==> src/rmq_pkg.sv <==
// ----------------------------------------------------------------------------
// rmq_pkg: shared types and constants for the rotation-to-quaternion block
// Fixed-point formats, channel payloads and the data carried between cells.
// ----------------------------------------------------------------------------
package rmq_pkg;

  // Number format: signed DATA_W bits with FRAC_W fraction bits (Q2.14)
  localparam int DATA_W = 16;
  localparam int FRAC_W = 14;

  // Diagonal sums and radicands (three entries plus one)
  localparam int SUM_W  = DATA_W + 2;
  // Numerators: sum or difference of two entries
  localparam int NUM_W  = DATA_W + 1;
  // Non-negative radicand value before scaling
  localparam int VAL_W  = DATA_W + 1;
  // Scaled radicand, padded to an even width for the two-bit root steps
  localparam int RAD_W  = VAL_W + FRAC_W;
  localparam int RAD_E  = RAD_W + (RAD_W % 2);
  localparam int ROOT_W = RAD_E / 2;
  localparam int REM_W  = ROOT_W + 3;
  // Dividend and shifted divisor width in the divider cells
  localparam int DIV_W  = ROOT_W + 1 + DATA_W;
  localparam int LANES  = 4;

  // Epsilon 1e-6 in Q format, truncated
  localparam int EPS_Q  = (2 ** FRAC_W) / 1000000;

  // Output lanes
  localparam logic [1:0] LANE_X = 2'd0;
  localparam logic [1:0] LANE_Y = 2'd1;
  localparam logic [1:0] LANE_Z = 2'd2;
  localparam logic [1:0] LANE_W = 2'd3;

  typedef enum logic [1:0] {
    PATH_TRACE = 2'd0,
    PATH_X     = 2'd1,
    PATH_Y     = 2'd2,
    PATH_Z     = 2'd3
  } path_t;

  typedef struct packed {
    logic signed [DATA_W-1:0] right_x;
    logic signed [DATA_W-1:0] right_y;
    logic signed [DATA_W-1:0] right_z;
    logic signed [DATA_W-1:0] up_x;
    logic signed [DATA_W-1:0] up_y;
    logic signed [DATA_W-1:0] up_z;
    logic signed [DATA_W-1:0] fwd_x;
    logic signed [DATA_W-1:0] fwd_y;
    logic signed [DATA_W-1:0] fwd_z;
  } in_t;

  typedef struct packed {
    logic signed [DATA_W-1:0] quat_x;
    logic signed [DATA_W-1:0] quat_y;
    logic signed [DATA_W-1:0] quat_z;
    logic signed [DATA_W-1:0] quat_w;
    logic                     radicand_clamped;
    path_t                    chosen_path;
  } out_t;

  // Data carried through the square-root cells
  typedef struct packed {
    logic [LANES-1:0][NUM_W-1:0] num;
    path_t                       path;
    logic                        clamped;
    logic [RAD_E-1:0]            rad;
    logic [REM_W-1:0]            rem;
    logic [ROOT_W-1:0]           root;
  } sq_t;

  // One quotient lane in the divider cells
  typedef struct packed {
    logic              neg;
    logic              zero;
    logic              ovf;
    logic [DIV_W-1:0]  rem;
    logic [DIV_W-1:0]  den;
    logic [DATA_W-1:0] quo;
  } lane_t;

  // Data carried through the divider cells
  typedef struct packed {
    path_t                  path;
    logic                   clamped;
    logic [ROOT_W-1:0]      root;
    lane_t [LANES-1:0]      lane;
  } dv_t;

  // Lane that takes the half root for a given path
  function automatic logic [1:0] half_lane(path_t p);
    logic [1:0] l;
    case (p)
      PATH_TRACE: l = LANE_W;
      PATH_X:     l = LANE_X;
      PATH_Y:     l = LANE_Y;
      PATH_Z:     l = LANE_Z;
      default:    l = LANE_W;
    endcase
    return l;
  endfunction

endpackage

==> src/rmq_div_cell.sv <==
// ----------------------------------------------------------------------------
// rmq_div_cell: one quotient bit
// Resolves quotient bit BIT in every lane by a restoring subtract.
// ----------------------------------------------------------------------------
module rmq_div_cell #(
  parameter int BIT = 0
) (
  input  logic         clk,
  input  logic         rst_n,
  input  logic         vld_i,
  output logic         rdy_o,
  input  rmq_pkg::dv_t data_i,
  output logic         vld_o,
  input  logic         rdy_i,
  output rmq_pkg::dv_t data_o
);

  localparam int DW = rmq_pkg::DIV_W;

  logic [DW-1:0] sub [rmq_pkg::LANES];
  logic          ge  [rmq_pkg::LANES];
  rmq_pkg::dv_t  nxt;
  logic          vld_r;
  rmq_pkg::dv_t  data_r;

  always_comb begin
    nxt = data_i;
    for (int i = 0; i < rmq_pkg::LANES; i++) begin
      sub[i] = data_i.lane[i].den << BIT;
      ge[i]  = data_i.lane[i].rem >= sub[i];
      nxt.lane[i].rem      = ge[i] ? (data_i.lane[i].rem - sub[i]) : data_i.lane[i].rem;
      nxt.lane[i].quo[BIT] = ge[i];
    end
  end

  assign rdy_o = !vld_r || rdy_i;

  always_ff @(posedge clk) begin
    if (!rst_n) begin
      vld_r <= 1'b0;
    end else if (rdy_o) begin
      vld_r <= vld_i;
    end
  end

  always_ff @(posedge clk) begin
    if (rdy_o && vld_i) begin
      data_r <= nxt;
    end
  end

  assign vld_o  = vld_r;
  assign data_o = data_r;

endmodule

==> config.mk <==
export PLATFORM = sky130hd
export DESIGN_NAME = rmq_div_cell
export DESIGN_NICKNAME = d
export VERILOG_FILES = /design/src/rmq_pkg.sv /design/src/rmq_div_cell.sv
export SDC_FILE = /design/constraint.sdc
export NUM_CORES = 1
export LEC_CHECK = 0
export BUFFER_PORTS_ARGS = -buffer_cell sky130_fd_sc_hd__buf_2
export CORE_AREA = 4 4 277 279
export DETAILED_ROUTE_END_ITERATION = 10
export DIE_AREA = 0 0 281 283
export PLACE_DENSITY = 0.6
export SLEW_MARGIN = 5
export SYNTH_ARGS = -nofsm -noshare
export SYNTH_HDL_FRONTEND = slang
export SYNTH_SLANG_ARGS = --single-unit
export TNS_END_PERCENT = 30
==> constraint.sdc <==
create_clock -name clk -period 16.5 [get_ports clk]
set_clock_uncertainty 0.05 [all_clocks]
set_input_delay 3.3 -clock clk [delete_from_list [all_inputs] [get_ports clk]]
set_output_delay 3.3 -clock clk [all_outputs]
set_load 0.02 [all_outputs]
==> results of run 1 <==
[path summary, 6_finish.rpt]
check | cells past startpoint | endpoint
max reg2reg | 5 | data_o[97]$_DFFE_PP_
min | 2 | vld_o$_SDFFE_PN0N_
max | 3 | rdy_o
min reg2reg | 2 | vld_o$_SDFFE_PN0N_
[synthesized netlist by cell type, types with 7 or more instances]
| cell | instances |
|---|---|
| and3_1 | 10 |
| o211ai_1 | 11 |
| mux2i_1 | 13 |
| nand4_1 | 35 |
| o31ai_1 | 11 |
| ha_1 | 132 |
| a21oi_1 | 168 |
| nor2_1 | 112 |
| mux2_2 | 26 |
| o41ai_1 | 8 |
| a211oi_1 | 10 |
| mux2_4 | 33 |
| edfxtp_1 | 359 |
| nand3_1 | 27 |
| nor2b_1 | 19 |
| clkbuf_1 | 39 |
| o21bai_1 | 22 |
| o21ai_0 | 99 |
| o21a_1 | 25 |
| nor3_1 | 24 |
| and2_1 | 16 |
| a21o_1 | 54 |
| inv_1 | 178 |
| xor2_1 | 38 |
| mux2_1 | 7 |
| nand2_1 | 124 |
| nand2b_1 | 12 |
| a31oi_1 | 13 |
| xnor2_1 | 66 |
[worst reg2reg max path, cell delays in order (launching register included)]
cell      delay, ns
dfxtp_1        0.30
nand2b_1       0.10
and2_4         0.54
buf_4          0.69
buf_4          0.87
buf_4          0.81
[kinds of logic after synthesis]
kind of cell    synth area share [%]
flops                           52.3
mux                             4.83
compound gates                  15.8
simple gates                    9.56
fa+ha+maj                       8.38
buf+inv                         4.73
xor+xnor                        4.41
[layout make-up]
class	count	area (µm²)	area share, %
Sequential cell	360	10800	40.5
Multi-Input combinational cell	1230	8890	33.4
Timing Repair Buffer	729	3670	13.8
Tap cell	969	1210	4.55
Clock buffer	45	1080	4.06
Inverter	179	672	2.52
Clock inverter	32	289	1.08
Antenna cell	13	32.5	0.122
[per-stage QoR]
step	area (µm²)	setup WS [ns]	hold WS, ns	total power, mW	instances
finish	26700	9.43	0.483	2.75	3557
global route	26700	9.39	0.544	2.88	3556
CTS	26600	9.43	0.492	2.78	3544
detailed placement	25300	9.42	0.480	1.83	3467
global placement	25300	9.44	0.466	1.82	3467
floorplan	20700	3.97	0.700	1.61	1825
[flip-flops by register name, indices dropped and copies added, names as in the netlist]
signal	count
data_o	359
vld_o	1
[power groups by stage]
| stage | sequential, mW | combinational, mW | clock, mW |
|---|---|---|---|
| floorplan | 1.25 | 0.360 | 0 |
| global placement | 1.14 | 0.684 | 0 |
| detailed placement | 1.14 | 0.686 | 0 |
| CTS | 1.12 | 0.689 | 0.970 |
| global route | 1.13 | 0.749 | 1.00 |
| finish | 1.12 | 0.687 | 0.937 |
[per-layer routing]
metal | routed length (µm) | GRT usage (%) | vias to the layer above
li1 | - | - | 8208
met1 | 28400 | 20.1 | 7906
met2 | 33700 | 28.6 | 626
met3 | 5790 | 4.74 | 126
met4 | 2560 | 6.58 | 4
met5 | 26 | 0 | -
==> flow_metrics.tcl, run 1 <==
set metrics [dict create \
    status "finished clean" \
    combPwrFrac_pct 25.0 \
    die-area_um2 79500 \
    cts_made_buffers 43 \
    synth_seq_cells 360 \
    row_count 100 \
    post_drt_via_cell_ratio 4.74 \
    insertion_delay_ns 0.56 \
    r2r_setup_slack_ns 12.66 \
    grt_setup_unrepaired "false" \
    drt-total-wl_um 70500 \
    synth_warnings 0 \
    post-route-period-util_pct 42.8 \
    cp_slowest_stage_delay_ns 0.17 \
    numClockSinks 360 \
    firstDrtPassIters 6 \
    netlist.area_leader.share_pct 52.2 \
    min_path_type "register to register" \
    fill_cells 7482 \
    core_area_um2 74200 \
    p_per_area_nw_per_um2 103 \
    cts.htree.levels 2 \
    syn_area_um2 20700 \
    gp_congestion 0.911 \
    synthFlopType "edfxtp_1" \
    dp_hpwl_um 57500 \
    critPathMaxFanout 3 \
    fp.dieW_um 281 \
    clk_pin_slew_ns 0.06 \
    fmax_mhz 142 \
    nets 3042 \
    cp-startpoint "rdy_i" \
    yosysTopAreaCell "edfxtp_1" \
    synthArstFlopShare_pct 0 \
    cts_buffer_depth 3 \
    most-common-layout-cells "buf_2, edfxtp_1, inv_1" \
    syn_inst 1825 \
    synth_edf_count 359 \
    p_sw_share_pct 31.0 \
    cts_hold_buf 0 \
    tightest_slew_ns 0.974 \
    drt_iter0_markers 1182 \
    final_util_pct 35.9 \
    num_vias 16870 \
    grtUsageTotal_pct 16.8 \
    grt_pass1_vias 17078 \
    syn2layout_area_growth_pct 29.1 \
    end_kind "output pin" \
    drc 0 \
    cts_resized 0 \
    worstSetupStartpointType "primary input" \
    final_common_cell "buf_2" \
    min_period_ns 7.07 \
    crit_path_top_delay_cell "buf_2" \
    grt_pass1_wl_um 103000 \
    maxSlewHeadroom_pct 34.3 \
    grt_antenna_before_repair 23 \
    hp-start "vld_o$_SDFFE_PN0N_" \
    wl_per_cell_um 19.8 \
    grt_start_max_net_pins 72 \
    fin_setup_tns_ns 0 \
    required_ns 13.15 \
    p_int_mw 1.90 \
    regToRegStartpoint "vld_o$_SDFFE_PN0N_" \
    start_util_pct 27.8 \
    final-setup-viol-count 0 \
    crit_buf_inv 2 \
    seq_area_frac_synth_pct 52.3 \
    critical_path_class "primary input to output pin" \
    crit_chain "buf_2, nand2b_1, buf_2" \
    crit_top_cell "buf_2" \
    maxCapViolations 0 \
    pwr-share-seq_pct 40.9 \
    post_cts.repair.setup_buffers 0 \
    synth_cell_types 85 \
    clockRootBuffer "clkbuf_16" \
    synth_area_leaders "edfxtp_1, ha_1, a21oi_1, inv_1, xnor2_1" \
    grt.overflow.total 0 \
    clkPwrFrac_pct 34.1 \
    cpLargestDelayFamily "buffers and inverters" \
    crit_arrival_ns 3.72 \
    io_pins 724 \
    syn-num-nets 2324 \
    slew_violations 0 \
    power.leakage_nw 11.8 \
    hold_viol_final 0 \
    switchingPower_uw 851 \
    peakVddDrop_v 0.0000853 \
    cts_tree "done" \
    layout-drive-gt1-share_pct 34.4 \
    avgSynthCellArea_um2 11.3 \
    io_buffers 719 \
    ant_nets 0 \
    fp.dieH_um 283 \
]
(Power assumes the default switching activity.)
==> run 2, diff against run 1 <==
Settings changed: ABC_AREA from default to 1, CORE_AREA 4 4 277 279 to 4 4 282 284, DIE_AREA 0 0 281 283 to 0 0 286 288, PLACE_DENSITY 0.6 to 0.63.
Clock period 16.5 ns to 7.4 ns, I/O delays scaled along.
==> run 2 against run 1 <==
Net effect: worst setup slack got worse by 5.9 ns; cell count increased by 38%; largest cell class unchanged; routed wire length increased by 11%; utilization increased by 3.1 points; global-route usage increased by 1.3 points; via count increased by 30%; sequential power increased by 120%; power increased by 120%; flip-flop and latch count unchanged; combinational power increased by 140%.
==> flow_metrics.tcl, run 2 <==
set metrics [dict create \
    status "finished clean" \
    clk_pin_slew_ns 0.06 \
    synthFlopType "edfxtp_1" \
    num_vias 21928 \
    whs_ns 0.507 \
    firstDrtPassIters 5 \
    synthArstFlopShare_pct 0 \
    die-area_um2 82400 \
    yosysMostFrequentCell "nand2_1" \
    fmax_mhz 261 \
    cts_tree "done" \
    syn_area_um2 24200 \
    synth_seq_cells 360 \
    critical_path_class "primary input to register" \
    post-route-period-util_pct 51.8 \
    cts.htree.levels 2 \
    syn-num-nets 3610 \
    maxSlewHeadroom_pct 32.2 \
    cp_slowest_stage_delay_ns 0.77 \
    grt_pass1_vias 20956 \
    grt_pass1_wl_um 118000 \
    maxCapViolations 0 \
    wl_per_cell_um 15.9 \
    post_drt_via_cell_ratio 4.45 \
    post_cts.repair.setup_buffers 0 \
    finalInstanceArea_um2 30100 \
    clockRootBuffer "clkbuf_16" \
    final_util_pct 39.0 \
    place_area_um2 28900 \
    drt_iter0_markers 1458 \
    drt-total-wl_um 78300 \
    cts_hold_buf 0 \
    use_met3_pct 4.08 \
    fin_setup_tns_ns 0 \
    yosysTopAreaCell "edfxtp_1" \
    layout.cells.non_filler 4924 \
    required_ns 7.72 \
    synth_edf_count 359 \
    critPathMaxFanout 36 \
    largest_reg_flops 359 \
    end_kind "register" \
    grt_antenna_before_repair 15 \
    grt_start_max_net_pins 140 \
    hold_viol_final 0 \
    p_per_area_nw_per_um2 200 \
    layout-drive-gt1-share_pct 23.5 \
    grtUsageMet1_pct 23.5 \
    final_common_cell "nand2_1" \
    cts_buffer_depth 3 \
    cts_made_buffers 41 \
    gp_congestion 0.907 \
    row_count 102 \
    most-common-layout-cells "nand2_1, buf_2, inv_1" \
    fp.dieH_um 288 \
    cts_resized 0 \
    synthTopCellsByCount "nand2_1, inv_1, edfxtp_1" \
    ant_nets 0 \
    core_area_um2 77100 \
    grtUsageTotal_pct 18.1 \
    dp_cells 4839 \
    io_pins 724 \
    slew_violations 0 \
    worstSetupStartpointType "primary input" \
    fill_cells 8151 \
    crit_path_top_delay_cell "nor2_4" \
    syn2layout_area_growth_pct 24.3 \
    final-setup-viol-count 0 \
    peakVddDrop_v 0.000191 \
    netlist.area_leader.share_pct 44.6 \
    seq_area_um2 10800 \
    dp_hpwl_um 63900 \
    min_period_ns 3.84 \
    syn_inst 3111 \
    drc 0 \
    top_usage_layer "met2" \
    tightest_slew_ns 1.02 \
    grt_setup_unrepaired "false" \
    power.leakage_nw 16.0 \
    min_path_type "register to register" \
    start_util_pct 31.4 \
    fp.dieW_um 286 \
    nets 4341 \
    numClockSinks 360 \
    seq_area_frac_synth_pct 44.6 \
    synth_warnings 0 \
    io_buffers 719 \
    synth_cell_types 30 \
    crit_arrival_ns 4.16 \
    grt_use_met2_pct 30.1 \
    insertion_delay_ns 0.55 \
    crit_top_cell "a21oi_1" \
    grt.overflow.total 0 \
    multi_input_comb_area_um2 10600 \
    avgSynthCellArea_um2 7.78 \
    crit_chain "buf_2, inv_1, ha_1, a21oi_1, nand2_1, a21oi_1, nand2_2, nor2_4, nand2_8, o21ai_0" \
    synth_area_leaders "edfxtp_1, nand2_1, inv_1, ha_1, nand3_1" \
]
==> run 2: per-layer routing <==
metal  part of all wire [%]  wire length [µm]
met2                     46             36100
met3                    8.0              6270
met4                    2.9              2260
met5                  0.045                35
met1                     43             33700
==> run 2: logic make-up (layout without fill, tap and decap cells) <==
| logic type | Yosys count | in the layout | synth area share, % |
|---|---|---|---|
| simple gates | 1761 | 1761 | 32.5 |
| buf+inv | 690 | 1450 | 11.4 |
| fa+ha+maj | 136 | 136 | 7.16 |
| flops | 360 | 360 | 44.6 |
| xor+xnor | 56 | 56 | 2.03 |
| other cells | 0 | 13 | 0 |
| compound gates | 108 | 108 | 2.31 |
==> run 2: per-stage QoR <==
stage	worst slack (ns)	power, mW
floorplan	-0.460	3.69
global placement	3.01	4.21
detailed placement	3.01	4.22
CTS	3.62	6.11
global route	3.39	6.37
finish	3.56	6.02
==> run 2: final timing paths <==
path,startpoint,to,slack [ns],cells after the start
hold / removal,vld_o$_SDFFE_PN0N_,vld_o$_SDFFE_PN0N_,0.51,2
setup / recovery,data_i[44],data_o[50]$_DFFE_PP_,3.56,10
hold reg to reg,vld_o$_SDFFE_PN0N_,vld_o$_SDFFE_PN0N_,0.51,2
setup reg to reg,vld_o$_SDFFE_PN0N_,data_o[15]$_DFFE_PP_,5.10,2
==> run 2: critical path, delay by kind of cell <==
family / cells / cell delay [ns]
compound gates: 3 / 0.83
fa+ha+maj: 1 / 0.37
buf+inv: 2 / 0.15
simple gates: 4 / 1.32
==> run 2: final cells by class <==
cell class,instances,area share [%]
inverter,654,8.19
antenna,13,0.108
sequential,360,35.9
timing repair buffer,724,12.2
multi-input combinational,2061,35.4
clock buffer,54,3.57
tap,1040,4.33
clock inverter,18,0.337
==> run 2: report_power, final <==
group          switching [mW]  leakage, nW  internal [mW]
logic                    1.14         11.9          0.535
registers              0.0369         3.49           2.46
clock network           0.826        0.562           1.02
==> run 3, diff against run 2 <==
Settings changed: PLACE_DENSITY 0.63 to 0.65.
Clock period 7.4 ns to 3.3 ns, I/O delays scaled along.
==> run 3 against run 2 <==
Net effect: via count about the same; first-iteration DRC count up 5.9%; cell count up 0.69%; worst hold slack worse by 0.29 ns; sequential share of layout area down 0.59 points; power up 130%; sequential power up 120%.
==> flow_metrics.tcl, run 3 (synthesis gave the netlist of run 2 again) <==
set metrics [dict create \
    status "finished clean" \
    critPathMaxFanout 36 \
    power.leakage_nw 16.3 \
    dp_hpwl_um 65000 \
    cts_made_buffers 42 \
    r2r_setup_slack_ns 1.58 \
    critical_path_class "primary input to register" \
    hold_viol_final 0 \
    start_util_pct 31.4 \
    grt.overflow.total 0 \
    grt_setup_unrepaired "false" \
    drt_iter0_markers 1544 \
    maxSlewHeadroom_pct 37.2 \
    reg2regPathDepth 3 \
    num_vias 21913 \
    post-route-period-util_pct 88.3 \
    whs_ns 0.220 \
    cts_resized 0 \
    drc 0 \
    most-common-layout-cells "nand2_1, buf_2, inv_1" \
    dp_slack_ns -0.183 \
    grt_start_max_net_pins 89 \
    drt-total-wl_um 77800 \
    grtUsageTotal_pct 17.9 \
    firstDrtPassIters 5 \
    end_kind "register" \
    layout-drive-gt1-share_pct 24.5 \
    ant_nets 0 \
    die-area_um2 82400 \
    grt_pass1_wl_um 117000 \
    timing.final.ws_setup_ns 0.386 \
    cts_buffer_depth 3 \
    peakVddDrop_v 0.000423 \
    core_area_um2 77100 \
    fp.dieW_um 286 \
    final_util_pct 39.7 \
    met3_length_um 6590 \
    numClockSinks 360 \
    post_drt_via_cell_ratio 4.42 \
    io_pins 724 \
    largest_reg_flops 359 \
    required_ns 3.55 \
    wl_per_cell_um 15.7 \
    met2WireLength_um 36200 \
    top_layer "met5" \
    min_period_ns 2.91 \
    worstSetupStartpointType "primary input" \
    io_buffers 719 \
    slew_violations 0 \
    worstHoldPathCells 1 \
    insertion_delay_ns 0.56 \
    p_per_area_nw_per_um2 460 \
    fp.dieH_um 288 \
    nets 4379 \
    maxCapViolations 0 \
    clk_pin_slew_ns 0.06 \
    row_count 102 \
    tightest_slew_ns 0.940 \
    grt_pass1_vias 21111 \
    cts_tree "done" \
    cts_hold_buf 0 \
    wl_met1_um 33200 \
    post_cts.repair.setup_buffers 0 \
    cts.htree.levels 2 \
    final_common_cell "nand2_1" \
    final-setup-viol-count 0 \
    crit_arrival_ns 3.17 \
    fill_cells 8078 \
    gp_congestion 0.915 \
    grt_antenna_before_repair 12 \
    min_path_type "primary input to register" \
    clockRootBuffer "clkbuf_16" \
    fmax_mhz 343 \
    syn2layout_area_growth_pct 26.4 \
]
run 3: cell types whose count changed in the layout (fill, tap and decap cells not counted):
cell and delta:
buf_4 +33, clkbuf_1 -6, diode_2 -6, bufinv_16 +5, clkinv_2 +5, buf_12 +4
clkbuf_16 +2, clkinv_1 -2, clkinv_4 -2, inv_6 +1
run 3: path summary, 6_finish.rpt:
path,startpoint,end
worst min register to register,vld_o$_SDFFE_PN0N_,vld_o$_SDFFE_PN0N_
worst min-delay path,data_i[86],data_o[86]$_DFFE_PP_
worst max-delay path,data_i[298],data_o[330]$_DFFE_PP_
worst max register to register,vld_o$_SDFFE_PN0N_,data_o[349]$_DFFE_PP_
run 3: cell type report:
type	instances	area (µm²)	share of cell area, %
inverter	654	2460	8.05
sequential	360	10800	35.3
timing repair buffer	761	3990	13.0
tap	1040	1300	4.26
clock inverter	25	260	0.851
multi-input combinational	2061	10600	34.8
clock buffer	50	1100	3.60
antenna	7	17.5	0.0573
run 3: layer usage:
| layer | global-route usage [%] | vias up |
|---|---|---|
| li1 | - | 11269 |
| met1 | 22.9 | 9811 |
| met2 | 30.2 | 711 |
| met3 | 4.79 | 114 |
| met4 | 4.78 | 8 |
| met5 | 0 | - |
run 3: where the power goes:
part	switching, mW	internal (mW)
clock	1.88	2.77
combinational	2.56	1.25
sequential	0.0863	5.52
total	4.53	9.55
run 3: worst max-delay path, cell delays in order:
cell	delay, ns
buf_2	0.12
inv_1	0.06
ha_1	0.38
nand2_1	0.20
o21bai_1	0.10
a21oi_1	0.20
nand2_2	0.09
nor2_4	0.68
nand2_8	0.37
nand3_2	0.20
nand2_1	0.08
run 3: per-stage QoR:
step	cells	instance area (µm²)	TNS, ns	total power, mW
after floorplan	3111	24200	-1342.61	8.27
after global placement	4876	29200	-6.45	9.48
after detailed placement	4876	29200	-6.03	9.51
after CTS	4951	30600	0	14.3
after global routing	4956	30600	0	14.9
final	4958	30600	0	14.1
